[config.mk]
export PLATFORM = sky130hd
export DESIGN_NAME = fraction_difference_reduce_flat
export DESIGN_NICKNAME = d
export VERILOG_FILES = /design/src/rtl/core/frd_pkg.sv /design/src/rtl/core/frd_in_if.sv /design/src/rtl/core/frd_out_if.sv /design/src/rtl/core/frd_ctrl.sv /design/src/rtl/core/frd_datapath.sv /design/src/rtl/core/fraction_difference_reduce.sv /design/src/flat_wrapper.sv
export SDC_FILE = /design/constraint.sdc
export NUM_CORES = 2
export LEC_CHECK = 0
export ABC_AREA = 1
export BUFFER_PORTS_ARGS = -buffer_cell sky130_fd_sc_hd__clkbuf_2
export CORE_MARGIN = 8
export CORE_UTILIZATION = 40
export DETAILED_ROUTE_END_ITERATION = 8
export SLEW_MARGIN = 20
export SYNTH_ARGS = -nofsm -noshare
export SYNTH_HDL_FRONTEND = slang
export SYNTH_SLANG_ARGS = --single-unit
[constraint.sdc]
create_clock -name clk -period 7.2 [get_ports clk]
set_input_delay 0.36 -clock clk [delete_from_list [all_inputs] [get_ports clk]]
set_output_delay 0.36 -clock clk [all_outputs]
set_load 0.05 [all_outputs]
[src/rtl/core/frd_pkg.sv]
// Shared constants and controller/datapath handshake types for the fraction difference block.
package frd_pkg;

  // Default operand width of the input fields.
  localparam int OPERAND_WIDTH_DEF = 16;

  // Operand pairing for the shared multiplier.
  typedef enum logic [1:0] {
    MUL_NA_DB = 2'd0,
    MUL_NB_DA = 2'd1,
    MUL_DA_DB = 2'd2
  } mul_sel_t;

  // Commands from the controller to the datapath.
  typedef struct packed {
    logic     load_in;
    logic     mul_en;
    mul_sel_t mul_sel;
    logic     diff_en;
    logic     gcd_init;
    logic     gcd_step;
    logic     div_init;
    logic     div_step;
    logic     load_out;
  } frd_cmd_t;

  // Status from the datapath to the controller.
  typedef struct packed {
    logic den_zero;
    logic num_zero;
    logic gcd_done;
    logic div_done;
  } frd_status_t;

endpackage

[src/rtl/core/frd_in_if.sv]
// Input request channel carrying the two fractions.
interface frd_in_if
  import frd_pkg::*;
#(
  parameter int W = OPERAND_WIDTH_DEF
);
  logic                valid;
  logic                ready;
  logic signed [W-1:0] num_a;
  logic signed [W-1:0] den_a;
  logic signed [W-1:0] num_b;
  logic signed [W-1:0] den_b;

  modport source (output valid, num_a, den_a, num_b, den_b, input ready);
  modport sink   (input valid, num_a, den_a, num_b, den_b, output ready);
endinterface

[src/rtl/core/frd_out_if.sv]
// Result channel carrying the reduced difference and the error flag.
interface frd_out_if
  import frd_pkg::*;
#(
  parameter int W = OPERAND_WIDTH_DEF
);
  logic                  valid;
  logic                  ready;
  logic signed [2*W:0]   diff_num;
  logic signed [2*W-1:0] diff_den;
  logic                  zero_den_error;

  modport source (output valid, diff_num, diff_den, zero_den_error, input ready);
  modport sink   (input valid, diff_num, diff_den, zero_den_error, output ready);
endinterface

[src/rtl/core/frd_ctrl.sv]
// Sequencing state machine for the fraction difference block.
module frd_ctrl
  import frd_pkg::*;
(
  input  logic        clk,
  input  logic        rst_n,
  input  logic        in_valid,
  output logic        in_ready,
  output logic        out_valid,
  input  logic        out_ready,
  input  frd_status_t status,
  output frd_cmd_t    cmd
);

  typedef enum logic [7:0] {
    ST_IDLE   = 8'b0000_0001,
    ST_MUL1   = 8'b0000_0010,
    ST_MUL2   = 8'b0000_0100,
    ST_MUL3   = 8'b0000_1000,
    ST_SETUP  = 8'b0001_0000,
    ST_GCD    = 8'b0010_0000,
    ST_DIV    = 8'b0100_0000,
    ST_FINISH = 8'b1000_0000
  } state_t;

  state_t state_r, state_nxt;
  logic   out_valid_r, out_valid_nxt;

  assign in_ready  = (state_r == ST_IDLE);
  assign out_valid = out_valid_r;

  always_comb begin
    state_nxt = state_r;
    cmd       = '0;
    unique case (state_r)
      ST_IDLE: begin
        if (in_valid) begin
          cmd.load_in = 1'b1;
          state_nxt   = ST_MUL1;
        end
      end
      ST_MUL1: begin
        if (status.den_zero) begin
          state_nxt = ST_FINISH;
        end else begin
          cmd.mul_en  = 1'b1;
          cmd.mul_sel = MUL_NA_DB;
          state_nxt   = ST_MUL2;
        end
      end
      ST_MUL2: begin
        cmd.mul_en  = 1'b1;
        cmd.mul_sel = MUL_NB_DA;
        state_nxt   = ST_MUL3;
      end
      ST_MUL3: begin
        cmd.mul_en  = 1'b1;
        cmd.mul_sel = MUL_DA_DB;
        cmd.diff_en = 1'b1;
        state_nxt   = ST_SETUP;
      end
      ST_SETUP: begin
        if (status.num_zero) begin
          state_nxt = ST_FINISH;
        end else begin
          cmd.gcd_init = 1'b1;
          state_nxt    = ST_GCD;
        end
      end
      ST_GCD: begin
        if (status.gcd_done) begin
          cmd.div_init = 1'b1;
          state_nxt    = ST_DIV;
        end else begin
          cmd.gcd_step = 1'b1;
        end
      end
      ST_DIV: begin
        if (status.div_done) begin
          state_nxt = ST_FINISH;
        end else begin
          cmd.div_step = 1'b1;
        end
      end
      ST_FINISH: begin
        if (!out_valid_r || out_ready) begin
          cmd.load_out = 1'b1;
          state_nxt    = ST_IDLE;
        end
      end
      default: begin
        state_nxt = ST_IDLE;
      end
    endcase
  end

  always_comb begin
    out_valid_nxt = out_valid_r;
    if (cmd.load_out) begin
      out_valid_nxt = 1'b1;
    end else if (out_ready) begin
      out_valid_nxt = 1'b0;
    end
  end

  always_ff @(posedge clk) begin
    if (!rst_n) begin
      state_r     <= ST_IDLE;
      out_valid_r <= 1'b0;
    end else begin
      state_r     <= state_nxt;
      out_valid_r <= out_valid_nxt;
    end
  end

endmodule

[src/rtl/core/frd_datapath.sv]
// Multiplier, binary gcd unit, dual restoring divider and result register.
module frd_datapath
  import frd_pkg::*;
#(
  parameter int OPERAND_WIDTH = OPERAND_WIDTH_DEF
)(
  input  logic                            clk,
  input  logic signed [OPERAND_WIDTH-1:0] num_a,
  input  logic signed [OPERAND_WIDTH-1:0] den_a,
  input  logic signed [OPERAND_WIDTH-1:0] num_b,
  input  logic signed [OPERAND_WIDTH-1:0] den_b,
  input  frd_cmd_t                        cmd,
  output frd_status_t                     status,
  output logic signed [2*OPERAND_WIDTH:0]   diff_num,
  output logic signed [2*OPERAND_WIDTH-1:0] diff_den,
  output logic                            zero_den_error
);

  localparam int W  = OPERAND_WIDTH;
  localparam int PW = 2 * W;
  localparam int N  = 2 * W + 1;
  localparam int KW = $clog2(N + 1);

  // Latched operands.
  logic signed [W-1:0] na_r, da_r, nb_r, db_r;
  logic                err_r;

  // Products and raw difference.
  logic signed [W-1:0]  mul_a, mul_b;
  logic signed [PW-1:0] prod;
  logic [PW-1:0]        p_a_r, p_b_r, dd_r;
  logic [N-1:0]         nn_r;
  logic                 neg_n_r, neg_d_r;

  // GCD and divider state.
  logic [N-1:0]  a_r, b_r, dvs_r;
  logic [KW-1:0] k_r, cnt_r;
  logic [N-1:0]  qn_r, rn_r, qd_r, rd_r;

  // Result register.
  logic [N-1:0]  diff_num_r;
  logic [PW-1:0] diff_den_r;
  logic          zde_r;

  logic [N-1:0]  mag_n;
  logic [PW-1:0] mag_d_w;
  logic [N:0]    trial_n, trial_d;
  logic          ge_n, ge_d;
  logic [N-1:0]  res_n;
  logic [PW-1:0] res_d;

  always_comb begin
    case (cmd.mul_sel)
      MUL_NA_DB: begin
        mul_a = na_r;
        mul_b = db_r;
      end
      MUL_NB_DA: begin
        mul_a = nb_r;
        mul_b = da_r;
      end
      default: begin
        mul_a = da_r;
        mul_b = db_r;
      end
    endcase
  end

  assign prod = mul_a * mul_b;

  assign mag_n   = nn_r[N-1] ? (~nn_r + N'(1)) : nn_r;
  assign mag_d_w = dd_r[PW-1] ? (~dd_r + PW'(1)) : dd_r;

  assign trial_n = {rn_r, qn_r[N-1]};
  assign trial_d = {rd_r, qd_r[N-1]};
  assign ge_n    = (trial_n >= {1'b0, dvs_r});
  assign ge_d    = (trial_d >= {1'b0, dvs_r});

  assign res_n = neg_n_r ? (~qn_r + N'(1)) : qn_r;
  assign res_d = neg_d_r ? (~qd_r[PW-1:0] + PW'(1)) : qd_r[PW-1:0];

  assign status.den_zero = err_r;
  assign status.num_zero = (nn_r == '0);
  assign status.gcd_done = (a_r == '0) || (b_r == '0);
  assign status.div_done = (cnt_r == '0);

  always_ff @(posedge clk) begin
    if (cmd.load_in) begin
      na_r  <= num_a;
      da_r  <= den_a;
      nb_r  <= num_b;
      db_r  <= den_b;
      err_r <= (den_a == '0) || (den_b == '0);
    end

    if (cmd.mul_en) begin
      case (cmd.mul_sel)
        MUL_NA_DB: p_a_r <= prod;
        MUL_NB_DA: p_b_r <= prod;
        default:   dd_r  <= prod;
      endcase
    end

    if (cmd.diff_en) begin
      nn_r <= {p_a_r[PW-1], p_a_r} - {p_b_r[PW-1], p_b_r};
    end

    if (cmd.gcd_init) begin
      a_r     <= mag_n;
      b_r     <= {1'b0, mag_d_w};
      k_r     <= '0;
      qn_r    <= mag_n;
      qd_r    <= {1'b0, mag_d_w};
      neg_n_r <= nn_r[N-1];
      neg_d_r <= dd_r[PW-1];
    end else if (cmd.gcd_step) begin
      // Binary gcd: strip common factors of two, then shrink the larger odd value.
      if (!a_r[0] && !b_r[0]) begin
        a_r <= a_r >> 1;
        b_r <= b_r >> 1;
        k_r <= k_r + KW'(1);
      end else if (!a_r[0]) begin
        a_r <= a_r >> 1;
      end else if (!b_r[0]) begin
        b_r <= b_r >> 1;
      end else if (a_r >= b_r) begin
        a_r <= (a_r - b_r) >> 1;
      end else begin
        b_r <= (b_r - a_r) >> 1;
      end
    end

    if (cmd.div_init) begin
      dvs_r <= (a_r | b_r) << k_r;
      rn_r  <= '0;
      rd_r  <= '0;
      cnt_r <= KW'(N);
    end else if (cmd.div_step) begin
      rn_r  <= ge_n ? trial_n[N-1:0] - dvs_r : trial_n[N-1:0];
      rd_r  <= ge_d ? trial_d[N-1:0] - dvs_r : trial_d[N-1:0];
      qn_r  <= {qn_r[N-2:0], ge_n};
      qd_r  <= {qd_r[N-2:0], ge_d};
      cnt_r <= cnt_r - KW'(1);
    end

    if (cmd.load_out) begin
      if (err_r) begin
        diff_num_r <= '0;
        diff_den_r <= '0;
        zde_r      <= 1'b1;
      end else if (nn_r == '0) begin
        diff_num_r <= '0;
        diff_den_r <= PW'(1);
        zde_r      <= 1'b0;
      end else begin
        diff_num_r <= res_n;
        diff_den_r <= res_d;
        zde_r      <= 1'b0;
      end
    end
  end

  assign diff_num       = diff_num_r;
  assign diff_den       = diff_den_r;
  assign zero_den_error = zde_r;

endmodule

[src/rtl/core/fraction_difference_reduce.sv]
// Top level of the fraction difference block: controller, datapath and channel hookup.
//
// Each input request carries two signed fractions num_a/den_a and num_b/den_b. The block
// returns one result request per input with num_a/den_a - num_b/den_b in lowest terms:
// diff_num carries the sign of the raw numerator, diff_den the sign of den_a*den_b.
// A zero raw numerator gives 0/1. A zero input denominator raises zero_den_error with
// diff_num and diff_den both 0.
// Both channels use a valid/ready handshake; a request moves when both are high.
// One item is in work at a time; a new request is taken only once the controller is
// back in its idle state. The time from acceptance to a valid result is set by the
// binary gcd loop, which runs until one value reaches zero, and the bit-serial divider.
// The error and zero-numerator cases skip the gcd and divide and finish early.
// After reset (synchronous, active low) the block is idle with no result pending.
// The result sits in an output register; while the receiver stalls it holds there and the
// block still accepts and computes the next item, waiting only to hand that one over.
module fraction_difference_reduce
  import frd_pkg::*;
#(
  parameter int OPERAND_WIDTH = OPERAND_WIDTH_DEF
)(
  input  logic       clk,
  input  logic       rst_n,
  frd_in_if.sink     in_chan,
  frd_out_if.source  out_chan
);

  frd_cmd_t    cmd;
  frd_status_t status;

  // The controller owns the handshake and the order of datapath operations.
  frd_ctrl u_ctrl (
    .clk       (clk),
    .rst_n     (rst_n),
    .in_valid  (in_chan.valid),
    .in_ready  (in_chan.ready),
    .out_valid (out_chan.valid),
    .out_ready (out_chan.ready),
    .status    (status),
    .cmd       (cmd)
  );

  // The datapath holds the operands, the shared multiplier, the gcd unit,
  // the two-lane divider and the result register.
  frd_datapath #(
    .OPERAND_WIDTH (OPERAND_WIDTH)
  ) u_datapath (
    .clk            (clk),
    .num_a          (in_chan.num_a),
    .den_a          (in_chan.den_a),
    .num_b          (in_chan.num_b),
    .den_b          (in_chan.den_b),
    .cmd            (cmd),
    .status         (status),
    .diff_num       (out_chan.diff_num),
    .diff_den       (out_chan.diff_den),
    .zero_den_error (out_chan.zero_den_error)
  );

endmodule

[src/flat_wrapper.sv]
// flat-port wrapper written by rule: the top's interface ports become plain ports
module fraction_difference_reduce_flat import frd_pkg::*;
#(
  parameter int OPERAND_WIDTH = OPERAND_WIDTH_DEF
)
  (clk, rst_n, in_chan_valid, in_chan_num_a, in_chan_den_a, in_chan_num_b, in_chan_den_b, in_chan_ready, out_chan_valid, out_chan_diff_num, out_chan_diff_den, out_chan_zero_den_error, out_chan_ready);
  frd_in_if #(.W((OPERAND_WIDTH_DEF))) in_chan_i ();
  frd_out_if #(.W((OPERAND_WIDTH_DEF))) out_chan_i ();
  input  logic clk;
  input  logic rst_n;
  input wire logic [$bits(in_chan_i.valid)-1:0] in_chan_valid;
  input wire logic [$bits(in_chan_i.num_a)-1:0] in_chan_num_a;
  input wire logic [$bits(in_chan_i.den_a)-1:0] in_chan_den_a;
  input wire logic [$bits(in_chan_i.num_b)-1:0] in_chan_num_b;
  input wire logic [$bits(in_chan_i.den_b)-1:0] in_chan_den_b;
  output wire logic [$bits(in_chan_i.ready)-1:0] in_chan_ready;
  output wire logic [$bits(out_chan_i.valid)-1:0] out_chan_valid;
  output wire logic [$bits(out_chan_i.diff_num)-1:0] out_chan_diff_num;
  output wire logic [$bits(out_chan_i.diff_den)-1:0] out_chan_diff_den;
  output wire logic [$bits(out_chan_i.zero_den_error)-1:0] out_chan_zero_den_error;
  input wire logic [$bits(out_chan_i.ready)-1:0] out_chan_ready;
  assign in_chan_i.valid = in_chan_valid;
  assign in_chan_i.num_a = in_chan_num_a;
  assign in_chan_i.den_a = in_chan_den_a;
  assign in_chan_i.num_b = in_chan_num_b;
  assign in_chan_i.den_b = in_chan_den_b;
  assign in_chan_ready = in_chan_i.ready;
  assign out_chan_valid = out_chan_i.valid;
  assign out_chan_diff_num = out_chan_i.diff_num;
  assign out_chan_diff_den = out_chan_i.diff_den;
  assign out_chan_zero_den_error = out_chan_i.zero_den_error;
  assign out_chan_i.ready = out_chan_ready;
  fraction_difference_reduce #(.OPERAND_WIDTH(OPERAND_WIDTH)) u_core (.clk(clk), .rst_n(rst_n), .in_chan(in_chan_i), .out_chan(out_chan_i));
endmodule
==> metrics <==
worst path bufs/invs 6; detailed-route wire length roughly 170000 µm; Skew-Pair Late Insertion Delay about 0.65 ns; met2 Use GR 0.4231; TritonRoute pass-1 iters 8; Max Slew Vio Count 0; slowest cell on the critical path fa_1; post-detailed-route via-to-cell ratio approximately 5.3; Overflow after GRT 0; Rows between 100 and 150; Final setup viols 0; first-pass GRT wire length between 200000 and 300000 µm; FMAX about 150 MHz; Root Driver clkbuf_16; status finished clean; Syn Inst Count around 6400; worst-margin pin slew approximately 1.1 ns; GP Congestion about 1; post-synthesis cell type count slightly above 60; final antenna-violating net count 0; initial antenna violation count 6; most common cell after layout, fill and taps aside nand2_1; top cell type's share of synthesized area 0.2294; crit path kind reg -> reg; Switch Pwr between 10 and 15 mW; # DRC 0; Sw Share 0.4838; final worst path period need slightly below 7 ns; Mapped Area 0.04713 mm²; Ys Warns 0; CTS H-tree depth 3; per-cell routed wire length approximately 21 µm; Peak VDD IR between 1500 and 2000 µV; met3 GRT Util 0.03833; Clock transition at path regs 0.06 ns; Core Area 0.1175 mm²; die height around 360 µm; Synth-to-Final Area Change 11.73%; initial DRC count between 4000 and 5000; # placed instances about 8000; post-synthesis sequential area ratio 0.2943; leakage power approximately 25 nW; Max Cap Viol 0; gr usage total 0.2623; WP data arrival between 7 and 8 ns; Starting Density 0.4013; die area about 0.13 mm²; IO buf count ~140; internal power ~13 mW; Synth Net Count 7050; Die X roughly 360 µm; post-route clock period utilization 0.9525; CTS Buf Count 67; CTS tree done; Min-Delay Path Class in -> reg; crit-path cells nor2_4, nand2_1, nor2_8, inv_2, buf_12, o21ai_1, inv_2, nor2_2, inv_1, fa_1, inv_1, fa_2, buf_4, fa_1, fa_1, fa_1, fa_1, ha_1, nand2_1, nor2_1, nand3_1, or2_2, nand4_1, nand2_1; CP required 7.57 ns; Vias 43440; Async S/R FF share, synth 0; CP delay by family, top adder cells; fill count between 10000 and 15000; Seq pwr share 0.208; largest net degree at the start of global routing 82; met1 track utilization from global routing 0.3539; Yosys reg bits around 510; Syn Area/Cell around 7.3 µm²; power share of the clock group 0.135; clk_skew between 0.04 and 0.05 ns; critical path endpoint category flop; Worst path most repeated cell fa_1; Post-synth EDFFs 360; DPL Wire Length roughly 140000 µm; Comb pwr share 0.657; Most Crowded Layer GR met2; Final Non-Filler Cells ~8200; endpoints failing hold 0; cell taking the most area after synthesis edfxtp_1; pwr/cell area about 490 mW/mm²; # IOs roughly 140; vias in the first global route roughly 42000; commonest cells after routing, fill and taps aside nand2_1, inv_1, nor2_1; slowest stage delay, CP approximately 0.57 ns; TNS Setup 0 ns; final net count 7238; CP startpoint kind flop; clock sink count just over 500; Slew HR 0.2813; Main synth FF type edfxtp_1; ratio of cells with drive above 1 in the final layout 0.07101; top post-synthesis cells by area edfxtp_1, nand2_1, fa_1; Clock Tree Buf Depth 3; CP Max Fanout 31
-- final cells by class --
cell class,count,area [µm²],area share
Multi-Input combinational cell,4667,28460,0.5404
Sequential cell,513,13870,0.2634
Inverter,1081,4088,0.07762
Timing Repair Buffer,290,2054,0.03901
Tap cell,1536,1922,0.03649
Clock inverter,38,405.4,0.007698
Clock buffer,86,1851,0.03514
Antenna cell,4,10.01,0.0001901
-- power groups by stage --
stage	clock, mW	sequential (mW)	combinational [mW]
after floorplan	0	5.43	10.7
after global placement	0	5.33	15.3
after detailed placement	0	5.30	15.4
after global routing	3.65	5.35	18.9
final	3.47	5.36	16.9
after CTS	3.54	5.23	15.6
-- layer usage --
layer | part of all wire | up-vias
li1 | - | 20820
met1 | 0.44 | 20860
met2 | 0.45 | 1490
met3 | 0.067 | 264
met4 | 0.043 | 0
met5 | 0 | -
-- logic make-up after synthesis --
| family | Yosys count | share of synthesized area |
|---|---|---|
| multiplexers | 14 | 0.002973 |
| adder cells (fa/ha/maj) | 550 | 0.1885 |
| flip-flops | 513 | 0.2943 |
| AO/OA/AOI/OAI | 713 | 0.08596 |
| XOR/XNOR | 209 | 0.03884 |
| buffers and inverters | 1252 | 0.1053 |
| AND/OR/NAND/NOR | 3181 | 0.2841 |
-- through the flow --
step	hold slack, ns	util	instance area (µm²)	worst slack [ns]	power (mW)
floorplan	0.4244	-	47130	0.2035	16.18
global placement	0.4641	0.4208	49420	0.1615	20.62
detailed placement	0.4695	0.4208	49420	0.03438	20.69
CTS	0.01227	0.4455	52330	-0.01455	24.32
global route	0.07015	0.4484	52660	-0.006640	27.88
finish	0.05275	0.4484	52660	0.3417	25.76
-- worst paths after layout --
| path | from | to | slack [ns] | depth (start not counted) |
|---|---|---|---|---|
| max | u_core.u_ctrl.state_r[0] | u_core.u_datapath.dd_r[28] | 0.34 | 24 |
| min | in_chan_valid | u_core.u_ctrl.state_r[1] | 0.05 | 3 |
| max reg2reg | u_core.u_ctrl.state_r[0] | u_core.u_datapath.dd_r[28] | 0.34 | 24 |
| min reg2reg | u_core.u_datapath.rn_r[4] | u_core.u_datapath.rn_r[4] | 0.48 | 2 |
-- Yosys cell counts (7+ instances only) --
master,instances
a21o_1,17
buf_4,7
a31oi_1,56
inv_1,1057
a22oi_1,14
nand3_1,383
edfxtp_1,360
nand2_2,7
buf_6,21
o21bai_1,27
buf_1,9
or2_2,19
o211ai_1,13
o21ai_0,222
nand3b_1,86
fa_1,267
o21ai_1,18
nor3_1,62
nand2_1,1763
clkbuf_1,75
o21ai_2,14
nor2_1,707
o21a_1,10
ha_1,283
xnor2_1,61
nand4_1,88
dfxtp_1,153
nor4_1,26
a21oi_1,289
buf_2,59
mux2i_1,14
nor2_2,13
inv_2,19
xor2_1,148
-- worst reg2reg max path: cells and delay by family, from the launching register on --
kind | cells | cell delay, ns
simple gates | 10 | 1.83
flops | 1 | 0.34
buf+inv | 6 | 0.78
fa+ha+maj | 7 | 3.43
compound gates | 1 | 0.21
-- flip-flops by register name, summed over array words and instances (netlist names), 6 cells and up --
| register | count |
|---|---|
| u_core.u_ctrl.state_r | 8 |
| u_core.u_datapath.a_r | 33 |
| u_core.u_datapath.b_r | 32 |
| u_core.u_datapath.cnt_r | 6 |
| u_core.u_datapath.da_r | 16 |
| u_core.u_datapath.db_r | 16 |
| u_core.u_datapath.dd_r | 32 |
| u_core.u_datapath.diff_den | 32 |
| u_core.u_datapath.diff_num | 33 |
| u_core.u_datapath.dvs_r | 33 |
| u_core.u_datapath.k_r | 6 |
| u_core.u_datapath.na_r | 16 |
| u_core.u_datapath.nb_r | 16 |
| u_core.u_datapath.nn_r | 33 |
| u_core.u_datapath.p_a_r | 32 |
| u_core.u_datapath.p_b_r | 32 |
| u_core.u_datapath.qd_r | 33 |
| u_core.u_datapath.qn_r | 33 |
| u_core.u_datapath.rd_r | 33 |
| u_core.u_datapath.rn_r | 33 |
-- timing repair --
item | CTS | global route
setup buffers | 0 | 19
endpoints found under the setup margin | 3 | 51
endpoints found under the hold margin | 66 | 0
pin swaps | 0 | 2
hold buffers | 65 | 0
resized for setup | 0 | 42
(Power assumes the default switching activity.)
